`src/sv/tmrq_pkg.sv`:
```
// ----------------------------------------------------------------------------
// tmrq_pkg
// shared widths, types and the control word for the tetrahedron quality pipe
// ----------------------------------------------------------------------------
`default_nettype none

package tmrq_pkg;

  // coordinate width and output format
  localparam int CB   = 24;
  localparam int FRAC = 16;
  localparam int OW   = 32;

  // edge columns a, b, c and their products
  localparam int CW   = CB + 4;
  localparam int PW   = 2 * CW;
  localparam int CFW  = PW + 1;
  localparam int LOW  = CW + 1;
  localparam int HIW  = CFW - LOW;
  localparam int PLW  = CW + LOW + 1;
  localparam int PHW  = CW + HIW;
  localparam int TW   = CW + CFW + 3;

  // determinant magnitude, split in three limbs
  localparam int DL   = CW;
  localparam int DMW  = 3 * DL;
  localparam int D2W  = 2 * DMW;
  localparam int GDW  = 2 * DL + 2;
  localparam int EW   = D2W + 9;

  // weighted norm, split in two limbs
  localparam int NL   = CW + 2;
  localparam int NW   = 2 * NL;
  localparam int N2W  = 4 * NL;
  localparam int N3W  = 6 * NL;
  localparam int GNW  = 2 * NL + 2;

  // quotient, cube root
  localparam int QW   = 3 * OW;
  localparam int SH   = QW - 3 * FRAC;
  localparam int CMW  = EW + N3W;
  localparam int UW   = 2 * OW + 2;
  localparam int WW   = OW + 2;
  localparam int CRW  = 2 * OW + 6;

  typedef logic signed [CB-1:0] coord_t;

  typedef struct packed {
    logic vld;
    logic zero;
    logic sat;
  } ctl_t;

endpackage

`default_nettype wire

```
`src/sv/tmrq_cbrt_step.sv`:
```
// ----------------------------------------------------------------------------
// tmrq_cbrt_step
// one digit-by-digit cube root stage, one root bit from three radicand bits
// ----------------------------------------------------------------------------
`default_nettype none

module tmrq_cbrt_step (
  input  logic                        clk,
  input  logic                        rst,
  input  logic                        en,
  input  tmrq_pkg::ctl_t              ctl_in,
  input  logic [tmrq_pkg::QW-1:0]     q_in,
  input  logic [tmrq_pkg::OW-1:0]     y_in,
  input  logic [tmrq_pkg::UW-1:0]     u_in,
  input  logic [tmrq_pkg::WW-1:0]     w_in,
  input  logic [tmrq_pkg::CRW-1:0]    r_in,
  output tmrq_pkg::ctl_t              ctl_out,
  output logic [tmrq_pkg::QW-1:0]     q_out,
  output logic [tmrq_pkg::OW-1:0]     y_out,
  output logic [tmrq_pkg::UW-1:0]     u_out,
  output logic [tmrq_pkg::WW-1:0]     w_out,
  output logic [tmrq_pkg::CRW-1:0]    r_out
);

  localparam int QW  = tmrq_pkg::QW;
  localparam int OW  = tmrq_pkg::OW;
  localparam int UW  = tmrq_pkg::UW;
  localparam int WW  = tmrq_pkg::WW;
  localparam int CRW = tmrq_pkg::CRW;

  logic [CRW-1:0] t;
  logic [CRW-1:0] b;
  logic [CRW:0]   diff;
  logic           ge;

  // u = 3*y^2 and w = 3*y, so the trial term 3*y'^2 + 3*y' + 1 with y' = 2y
  // is 4u + 2w + 1
  assign t    = {r_in[CRW-4:0], q_in[QW-1 -: 3]};
  assign b    = CRW'({u_in, 2'b00}) + CRW'({w_in, 1'b1});
  assign diff = {1'b0, t} - {1'b0, b};
  assign ge   = ~diff[CRW];

  always_ff @(posedge clk) begin
    if (rst) begin
      ctl_out <= '0;
    end else if (en) begin
      ctl_out <= ctl_in;
    end
  end

  always_ff @(posedge clk) begin
    if (en) begin
      q_out <= {q_in[QW-4:0], 3'b000};
      y_out <= {y_in[OW-2:0], ge};
      r_out <= ge ? diff[CRW-1:0] : t;
      if (ge) begin
        u_out <= UW'({u_in, 2'b00}) + UW'({w_in, 2'b00}) + UW'(3);
        w_out <= WW'({w_in, 1'b0}) + WW'(3);
      end else begin
        u_out <= UW'({u_in, 2'b00});
        w_out <= WW'({w_in, 1'b0});
      end
    end
  end

endmodule

`default_nettype wire

```
`config.mk`:
```
export PLATFORM = sky130hd
export DESIGN_NAME = tmrq_cbrt_step
export DESIGN_NICKNAME = d
export VERILOG_FILES = /design/src/sv/tmrq_pkg.sv /design/src/sv/tmrq_cbrt_step.sv
export SDC_FILE = /design/constraint.sdc
export NUM_CORES = 1
export LEC_CHECK = 0
export BUFFER_PORTS_ARGS = -buffer_cell sky130_fd_sc_hd__buf_4
export CORE_AREA = 2 2 237 239
export DETAILED_ROUTE_END_ITERATION = 12
export DIE_AREA = 0 0 239 241
export GPL_TIMING_DRIVEN = 0
export PLACE_DENSITY = 0.6
export SLEW_MARGIN = 20
export SYNTH_ARGS = -nofsm -noshare
export SYNTH_HDL_FRONTEND = slang
export SYNTH_SLANG_ARGS = --single-unit
```
`constraint.sdc`:
```
create_clock -name clk -period 3.6 [get_ports clk]
set_input_delay 0.18 -clock clk [delete_from_list [all_inputs] [get_ports clk]]
set_output_delay 0.18 -clock clk [all_outputs]
set_load 0.1 [all_outputs]
```
==> metrics.yaml, run 1 <==
status: "complete, no violations"
worstPathMaxFanout: 7
track_usage_pct: 25.9
num_vias: 17700
fin_ws_ns: 0.00993
io_buffers: 597
synth_seq_cells: 296
max-cap-violations: 0
start_util_pct: 34.7
cp-startpoint: "w_in[8]"
dp_hpwl_mm: 59.5
grt_pass1_wl_mm: 111
worstHoldStart: "r_in[31]"
regToRegStartpoint: "ctl_out[0]"
core.rowCount: 86
drt_pass1_iterations: 5
wirelength_mm: 77.6
slowest_delay_ns: 0.50
synth_fa_ha_area_share_pct: 12.7
yosys_warnings: 0
dp_slack_ns: -1.59
wl_met1_mm: 29.4
antenna_left: 0
die_w_um: 239
die_h_um: 241
hp-class: "primary input to flop"
whs_ns: 0.0117
async_flop_share_pct: 0
worstSetupStartpointType: "primary input"
powerDensity_nw_per_um2: 566
finalHoldViolCount: 0
worstPathCellList: "buf_4, clkinvlp_4, fa_1, ha_1, buf_6, a21oi_1, a21boi_2, a2bb2oi_2, a21oi_4, a41oi_4, o41ai_4, and4_4, buf_6, o2111ai_4, buf_12, nor4_4, xnor2_1"
wl_met2_mm: 39.5
area_growth_pct: 48.8
synth_top_family_by_area: "compound AO/OA/AOI/OAI gates"
grt_pass1_vias: 17800
first_iter_violations: 924
synth-compound-area-share_pct: 15.0
cts-buffers-inserted: 36
synth-edff-count: 293
htree_levels: 2
worst_pin_slew_ns: 1.17
io_pins: 605
clk_pin_slew_worst_paths_ns: 0.06
slew_violations: 0
grt_overflow: 0
die_area_um2: 57600
synth-xor-area-share_pct: 7.30
synthFlopType: "edfxtp_1"
cts_tree: "yes"
period_share_pct: 99.7
p_leak_nw: 12.2
root_buffer: "clkbuf_16"
finalCriticalPeriod_ns: 3.59
grt_setup_unrepaired: "true"
slowest_stage: "fa_1"
drc_errors: 0
skew_ns: 0
vias_per_cell: 5.15
coreArea_um2: 54900
wire_per_inst_um: 22.6
synth_mux_area_share_pct: 0.158
vdd_drop_max_mv: 0.351
grt_max_degree: 84
netlist_instances: 1837
dr.max_layer_used: "met5"
nFillCells: 4946
yosys.area_share.simple_pct: 12.3
yosysUniqueCellTypes: 86
cpMostUsedCell: "buf_6"
crit_type: "primary input to flop"
drive_above_1_share_pct: 30.4
layout.nets: 3172
seq_area_frac_synth_pct: 46.5
endpoint_kind: "flop"
cts_num_sinks: 296
synth.cell_area_um2: 19100
critPathRequiredTime_ns: 3.88
avgSynthCellArea_um2: 10.4
met3_length_mm: 5.65
critPathArrivalTime_ns: 3.87
setup_viol: 0
antenna_found_initial: 7
relSlewSlack_pct: 22.1
fmax_ghz: 0.279
clk_latency_ns: 0.53
cts_buffer_depth: 3
gp_congestion: 0.894
where the power goes:
group / switching (mW) / internal, mW
sequential: 0.150 / 4.37
combinational: 5.62 / 2.10
clock: 1.52 / 2.28
total: 7.29 / 8.75
critical path: cells and delay by family:
kind,cells,cell delay (ns)
compound gates,7,1.44
xor+xnor,1,0.11
simple gates,2,0.62
fa+ha+maj,2,0.82
buf+inv,5,0.68
cells in the mapped netlist (all sizes together), types with 5 or more instances:
master   count  area, um2
edfxtp     293       8800
a21oi      207       1050
inv        199        747
nor2       148        558
ha         137       1710
nand2      128        483
xnor2      128       1130
o21ai       86        438
nand4       53        353
buf         48        293
a21o        44        330
fa          35        701
nand3       31        165
xor2        30        263
clkbuf      29        109
nor3        28        185
and3        22        138
o21bai      16        120
a31oi       14       87.6
nor4        14        113
and2        13       82.6
a211oi      12        100
o21a        12       90.1
nor2b        9       56.3
o31ai        9       67.6
o211ai       8       60.1
a21boi       7       52.6
and4         7       63.8
a2111oi      5       68.8
a41oi        5       62.6
nand2b       5       31.3
or3          5       31.3
registers in the layout, indices dropped and copies added, names as in the netlist:
register,flops
w_out,33
u_out,65
y_out,32
r_out,70
ctl_out,3
q_out,93
placed cells by master, fill, tap and decap left out, types with 27 or more instances in the layout:
cell	count
buf_4	635
o21ai_0	70
xnor2_1	127
clkbuf_1	27
dlygate4sd3_1	196
fa_1	35
xor2_1	30
nand3_1	29
edfxtp_1	293
nand4_1	51
a21o_1	44
inv_1	184
a21oi_1	196
clkbuf_16	36
nor2_1	146
nand2_1	126
ha_1	134
metal layers:
layer  GRT usage [%]  vias up
li1                -     8283
met2            47.0      691
met3            5.84      166
met1            29.7     8509
met4            9.43        8
met5               0        -
cell type report:
type	count	area, um2	share of cell area (%)
plain buffers	74	537	1.89
multi-input cells	1267	9340	32.9
inverters	199	763	2.69
flip-flops and latches	296	8860	31.2
well taps	704	881	3.11
repair buffers	822	6760	23.8
diodes	4	10.0	0.0353
clock buffers	43	927	3.27
clock inverters	22	277	0.975
metrics by stage:
step | std cells | setup TNS [ns] | area, um2 | total power, mW | utilization (%)
detailed placement | 3143 | -189.38 | 24500 | 11.8 | 44.7
global route | 3430 | -1.67 | 28300 | 16.6 | 51.7
CTS | 3419 | -0.0164 | 28000 | 16.0 | 51.1
finish | 3431 | 0 | 28300 | 16.0 | 51.7
floorplan | 1839 | 0 | 19100 | 9.83 | -
global placement | 3140 | -188.46 | 24400 | 11.8 | 44.5
final timing paths:
kind                      to  slack [ns]  cells past startpoint
setup / recovery   w_out[28]        0.01                     17
hold / removal     r_out[34]        0.01                      3
setup reg to reg  ctl_out[0]        2.45                      3
hold reg to reg   ctl_out[1]        0.53                      2
cells by family after synthesis:
kind of cell / after synthesis
AO/OA/AOI/OAI: 457
XOR/XNOR: 158
adder cells (fa/ha/maj): 172
buffers and inverters: 276
flip-flops: 296
multiplexers: 3
other: 1
AND/OR/NAND/NOR: 474
repair_timing:
| action | 4_1_cts | 5_1_grt |
|---|---|---|
| setup endpoints to repair | 169 | 150 |
| setup buffers | 15 | 11 |
| resized for setup | 61 | 76 |
| hold buffers | 196 | 0 |
| endpoints found under the hold margin | 195 | 0 |
| pin swaps | 10 | 29 |
Power figures use the tool's default switching activity.
==> inputs of run 2 (changes only) <==
--- a/config.mk
+++ b/config.mk
@@ -5,12 +5,13 @@
 export SDC_FILE = /design/constraint.sdc
 export NUM_CORES = 1
 export LEC_CHECK = 0
+export ABC_AREA = 1
 export BUFFER_PORTS_ARGS = -buffer_cell sky130_fd_sc_hd__buf_4
-export CORE_AREA = 2 2 237 239
+export CORE_AREA = 2 2 235 237
 export DETAILED_ROUTE_END_ITERATION = 12
-export DIE_AREA = 0 0 239 241
+export DIE_AREA = 0 0 237 239
 export GPL_TIMING_DRIVEN = 0
-export PLACE_DENSITY = 0.6
+export PLACE_DENSITY = 0.69
 export SLEW_MARGIN = 20
 export SYNTH_ARGS = -nofsm -noshare
 export SYNTH_HDL_FRONTEND = slang
==> metrics.yaml, run 2 <==
antenna_left: 0
gp_congestion: 1.02
p_leak_nw: 15.8
wire_per_inst_um: 21.7
p_int_mw: 8.56
synth_most_common_cell: "nand2_1"
drive_above_1_share_pct: 17.6
synth.cell_area_um2: 22900
worstPathMaxFanout: 10
synth_commonest_cells: "nand2_1 (1131), inv_1 (574), edfxtp_1 (293), nor2_1 (249)"
root_buffer: "clkbuf_16"
cp_top_family: "buffers and inverters"
clk_latency_ns: 0.54
top_usage_layer: "met2"
final_common_cell: "nand2_1"
critPathRequiredTime_ns: 3.90
coreArea_um2: 54300
regToRegSetupSlack_ns: 2.49
worst_pin_slew_ns: 0.651
io_pins: 605
num_vias: 24300
grt_overflow: 0
grt_use_met1_pct: 42.1
core.rowCount: 86
yosys-top-cells-area: "edfxtp_1 (38%), nand2_1 (19%), inv_1 (9.4%)"
yosysTopAreaCellShare_pct: 38.4
vias_per_cell: 5.14
fin_ws_ns: 0.147
relSlewSlack_pct: 56.1
finalCriticalPeriod_ns: 3.45
async_flop_share_pct: 0
swShare_pct: 48.0
p_seq_share_pct: 27.8
skew_ns: 0
drt_pass1_iterations: 6
layout.nets: 4473
worstSetupStartpointType: "primary input"
worstPathCellList: "dlygate4sd3_1, buf_4, ha_1, inv_1, ha_1, nand2_1, nor2_2, inv_2, nor2_1, inv_1, nor3_1, nand2_1, nand2_2, inv_2, clkbuf_2, o21ai_0"
cts_buffer_depth: 3
drc_errors: 0
powerDensity_nw_per_um2: 521
period_share_pct: 95.9
p_total_mw: 16.5
io_buffers: 597
grt_pass1_wl_mm: 146
largest_register_ffs: 93
endpoint_kind: "flop"
max-cap-violations: 0
fmax_ghz: 0.290
met2_usage_pct: 59.5
fin_cells: 4731
status: "complete, no violations"
hp-class: "primary input to flop"
grt_setup_unrepaired: "false"
area_growth_pct: 37.9
place_inst: 4461
slowest_delay_ns: 0.55
synthFlopType: "edfxtp_1"
crit_type: "primary input to flop"
yosysUniqueCellTypes: 35
synth_seq_cells: 296
wirelength_mm: 103
antenna_found_initial: 13
vdd_drop_max_mv: 0.391
yosys_warnings: 0
slowest_stage: "dlygate4sd3_1"
comb_power_share_pct: 49.4
die_w_um: 237
synth_top_cell_by_area: "edfxtp_1"
dp_slack_ns: -0.400
final_util_pct: 58.2
htree_levels: 2
grt_max_degree: 104
cts_num_sinks: 296
start_util_pct: 42.2
die_area_um2: 56600
grt_pass1_vias: 23200
finalHoldViolCount: 0
post-cts-setup-buffers: 0
cts-buffers-inserted: 36
track_usage_pct: 35.4
synth-edff-count: 293
top_register: "q_out"
cts_tree: "yes"
reg_top3: "q_out x93, r_out x70, u_out x65"
power.switching_mw: 7.89
clkPwrFrac_pct: 22.8
dp_hpwl_mm: 83.5
slew_violations: 0
avgSynthCellArea_um2: 7.26
cp.buffers_inverters: 7
clk_pin_slew_worst_paths_ns: 0.06
die_h_um: 239
first_iter_violations: 1978
most-common-layout-cells: "nand2_1 (1131), buf_4 (604), inv_1 (574)"
setup_viol: 0
seq_area_frac_synth_pct: 38.7
critPathArrivalTime_ns: 3.75
use_met3_pct: 7.03
netlist_instances: 3155
-- run 2: worst paths after layout --
| check | startpoint | cells after the start | end |
|---|---|---|---|
| max reg2reg | ctl_out[2] | 3 | ctl_out[2] |
| min reg2reg | ctl_out[1] | 2 | ctl_out[1] |
| min | r_in[14] | 3 | r_out[17] |
| max | u_in[44] | 16 | r_out[32] |
-- run 2: area by class of cell --
class / instances / area, um2
clock buffers: 39 / 912
inverters: 584 / 2190
diodes: 8 / 20.0
plain buffers: 41 / 313
fillers: 5091 / 22700
well taps: 704 / 881
flip-flops and latches: 296 / 8860
multi-input cells: 2236 / 11600
repair buffers: 802 / 6590
clock inverters: 21 / 265
-- run 2: logic make-up (layout without fill, tap and decap cells) --
family                   count (synthesis)  after routing  share of synthesized area, %
AO/OA/AOI/OAI                          308            308                          6.97
XOR/XNOR                                94             94                          3.63
adder cells (fa/ha/maj)                172            172                          10.5
buffers and inverters                  625           1487                          10.9
flip-flops                             296            296                          38.7
other                                    1             11                        0.0164
AND/OR/NAND/NOR                       1659           1659                          29.3
-- run 2: repair_timing --
action                                 in CTS  in global routing
hold buffers                              202                  0
setup endpoints to repair                   0                 35
gates resized for setup                     0                 18
endpoints found under the hold margin     216                  0
-- run 2: metrics by stage --
stage	TNS [ns]	area, um2	hold slack, ns
after floorplan	0	22900	0.249
after global placement	-9.71	28300	0.358
after detailed placement	-9.18	28400	0.359
after CTS	0	31600	0.0000966
after global routing	0	31600	0.0122
final	0	31600	0.0193
-- run 2: tightest hold or removal path: cells and delay by family --
family,cells,cell delay [ns]
and+or+nand+nor,2,0.17
buffers and inverters,1,0.11
-- run 2: power groups by stage --
stage	sequential, mW	combinational [mW]	clock (mW)
after detailed placement	4.63	7.83	0
final	4.57	8.13	3.76
after CTS	4.56	8.04	3.79
after global placement	4.64	7.81	0
after global routing	4.59	8.52	3.91
after floorplan	7.80	2.34	0
-- run 2: routing by layer --
| metal | share of wire [%] | wire, um |
|---|---|---|
| met1 | 38 | 39200 |
| met2 | 47 | 48500 |
| met3 | 8.1 | 8320 |
| met4 | 6.5 | 6660 |
| met5 | 0.061 | 63 |
==> inputs of run 3 (changes only) <==
--- a/config.mk
+++ b/config.mk
@@ -11,7 +11,8 @@
 export DETAILED_ROUTE_END_ITERATION = 12
 export DIE_AREA = 0 0 237 239
 export GPL_TIMING_DRIVEN = 0
-export PLACE_DENSITY = 0.69
+export PLACE_DENSITY = 0.66
+export RECOVER_POWER = 100
 export SLEW_MARGIN = 20
 export SYNTH_ARGS = -nofsm -noshare
 export SYNTH_HDL_FRONTEND = slang
==> constraint.sdc (replaced) <==
create_clock -name clk -period 3.8 [get_ports clk]
set_input_delay 0.19 -clock clk [delete_from_list [all_inputs] [get_ports clk]]
set_output_delay 0.19 -clock clk [all_outputs]
set_load 0.1 [all_outputs]
==> metrics.yaml, run 3 (synthesis results as in run 2) <==
core.rowCount: 86
crit_type: "primary input to flop"
grt_max_degree: 96
root_buffer: "clkbuf_16"
status: "complete, no violations"
num_vias: 24400
worstPathCellList: "dlygate4sd3_1, buf_4, inv_1, fa_1, ha_1, o21ai_1, nand2_1, nand2_1, nand2_1, nand2_1, nand3_2, nand2_1, nand2_2, nand2_1, nand2_2, buf_6, buf_12, clkbuf_4, nand3_1, nand2_1"
grt_pass1_wl_mm: 146
cp-startpoint: "u_in[1]"
use_met3_pct: 7.52
io_pins: 605
relSlewSlack_pct: 6.73
die_h_um: 239
critPathArrivalTime_ns: 4.04
worstPathMaxFanout: 19
largest_register_ffs: 93
powerDensity_nw_per_um2: 499
gp_congestion: 1.03
skew_ns: 0
critPathRequiredTime_ns: 4.24
top_register: "q_out"
hp-class: "primary input to flop"
drc_errors: 0
grt_pass1_vias: 23500
post-cts-setup-buffers: 0
track_usage_pct: 35.1
cts_num_sinks: 296
die_area_um2: 56600
wire_per_inst_um: 21.5
slowest_stage: "fa_1"
antenna_found_initial: 14
clk_latency_ns: 0.55
grt_use_met1_pct: 42.0
drt_pass1_iterations: 5
vias_per_cell: 5.15
grt_setup_unrepaired: "false"
vdd_drop_max_mv: 0.432
p_total_mw: 15.3
finalHoldViolCount: 0
comb_power_share_pct: 47.9
max-cap-violations: 0
whs_ns: 0.0173
cts_tree: "yes"
power.switching_mw: 7.47
grt_overflow: 0
clk_pin_slew_worst_paths_ns: 0.06
die_w_um: 237
slew_violations: 0
area_growth_pct: 33.3
start_util_pct: 42.2
clkPwrFrac_pct: 23.8
first_iter_violations: 1956
worstHoldStart: "r_in[14]"
worst_pin_slew_ns: 1.40
layout.nets: 4477
worstSetupStartpointType: "primary input"
met2_usage_pct: 58.7
reg_top3: "q_out x93, r_out x70, u_out x65"
slowest_delay_ns: 0.54
wirelength_mm: 102
most-common-layout-cells: "nand2_1 (1131), inv_1 (574), clkbuf_1 (310)"
finalCriticalPeriod_ns: 3.60
io_buffers: 597
coreArea_um2: 54300
endpoint_kind: "flop"
p_seq_share_pct: 28.3
regToRegStartpoint: "ctl_out[1]"
period_share_pct: 94.8
setup_viol: 0
cts-buffers-inserted: 36
p_leak_nw: 14.7
drive_above_1_share_pct: 10.3
p_int_mw: 7.78
fin_cells: 4742
swShare_pct: 49.0
htree_levels: 2
top_usage_layer: "met2"
dp_hpwl_mm: 82.9
final_common_cell: "nand2_1"
place_inst: 4461
cpMostUsedCell: "nand2_1"
cts_buffer_depth: 3
fmax_ghz: 0.278
antenna_left: 0
## run 3: cell type report
| class | count | area (um2) |
|---|---|---|
| Sequential cell | 296 | 8860 |
| Tap cell | 704 | 881 |
| Antenna cell | 9 | 22.5 |
| Clock buffer | 41 | 930 |
| Inverter | 584 | 2190 |
| Clock inverter | 25 | 299 |
| Fill cell | 5558 | 23800 |
| Timing Repair Buffer | 807 | 5490 |
| Multi-Input combinational cell | 2236 | 11600 |
| Buffer | 40 | 303 |
## run 3: metrics by stage
stage	setup TNS, ns	util (%)	worst slack [ns]	cell area (um2)
2_1_floorplan	0	-	1.15	22900
3_3_place_gp	-1.48	52.0	-0.200	28300
3_5_place_dp	-1.28	52.2	-0.200	28400
4_1_cts	0	58.3	0.00111	31700
5_1_grt	0	56.2	0.0116	30500
6_report	0	56.2	0.199	30500
## run 3: worst max-delay path: cells and delay by family
kind / cells / cell delay (ns)
buffers and inverters: 6 / 1.49
and+or+nand+nor: 11 / 1.30
adders and majority gates: 2 / 0.94
AOI/OAI and AO/OA: 1 / 0.09
## run 3: power by group through the flow
stage	Clock, mW	Sequential (mW)	Combinational (mW)
after floorplan	0	7.39	2.21
after global placement	0	4.39	7.38
after detailed placement	0	4.38	7.40
after CTS	3.68	4.32	7.60
after global routing	3.80	4.34	7.69
final	3.63	4.32	7.31
## run 3: layer usage
| metal | wire (um) | part of all wire [%] | up-vias |
|---|---|---|---|
| met3 | 8650 | 8.5 | 288 |
| met1 | 39300 | 39 | 11300 |
| met4 | 6680 | 6.6 | 8 |
| li1 | - | - | 11700 |
| met5 | 42 | 0.041 | - |
| met2 | 47300 | 46 | 1134 |
## run 3: repair_timing
action                                  in CTS  in global routing
hold endpoints to repair                   210                  0
hold buffers                               207                  0
gates resized for setup                      0                 22
endpoints found under the setup margin       0                 59
## run 3: worst paths after layout
kind / slack (ns) / endpoint / depth (start not counted)
worst max-delay path: 0.20 / r_out[58] / 20
worst min register to register: 0.47 / ctl_out[2] / 2
worst min-delay path: 0.02 / r_out[17] / 3
worst max register to register: 2.67 / ctl_out[1] / 3
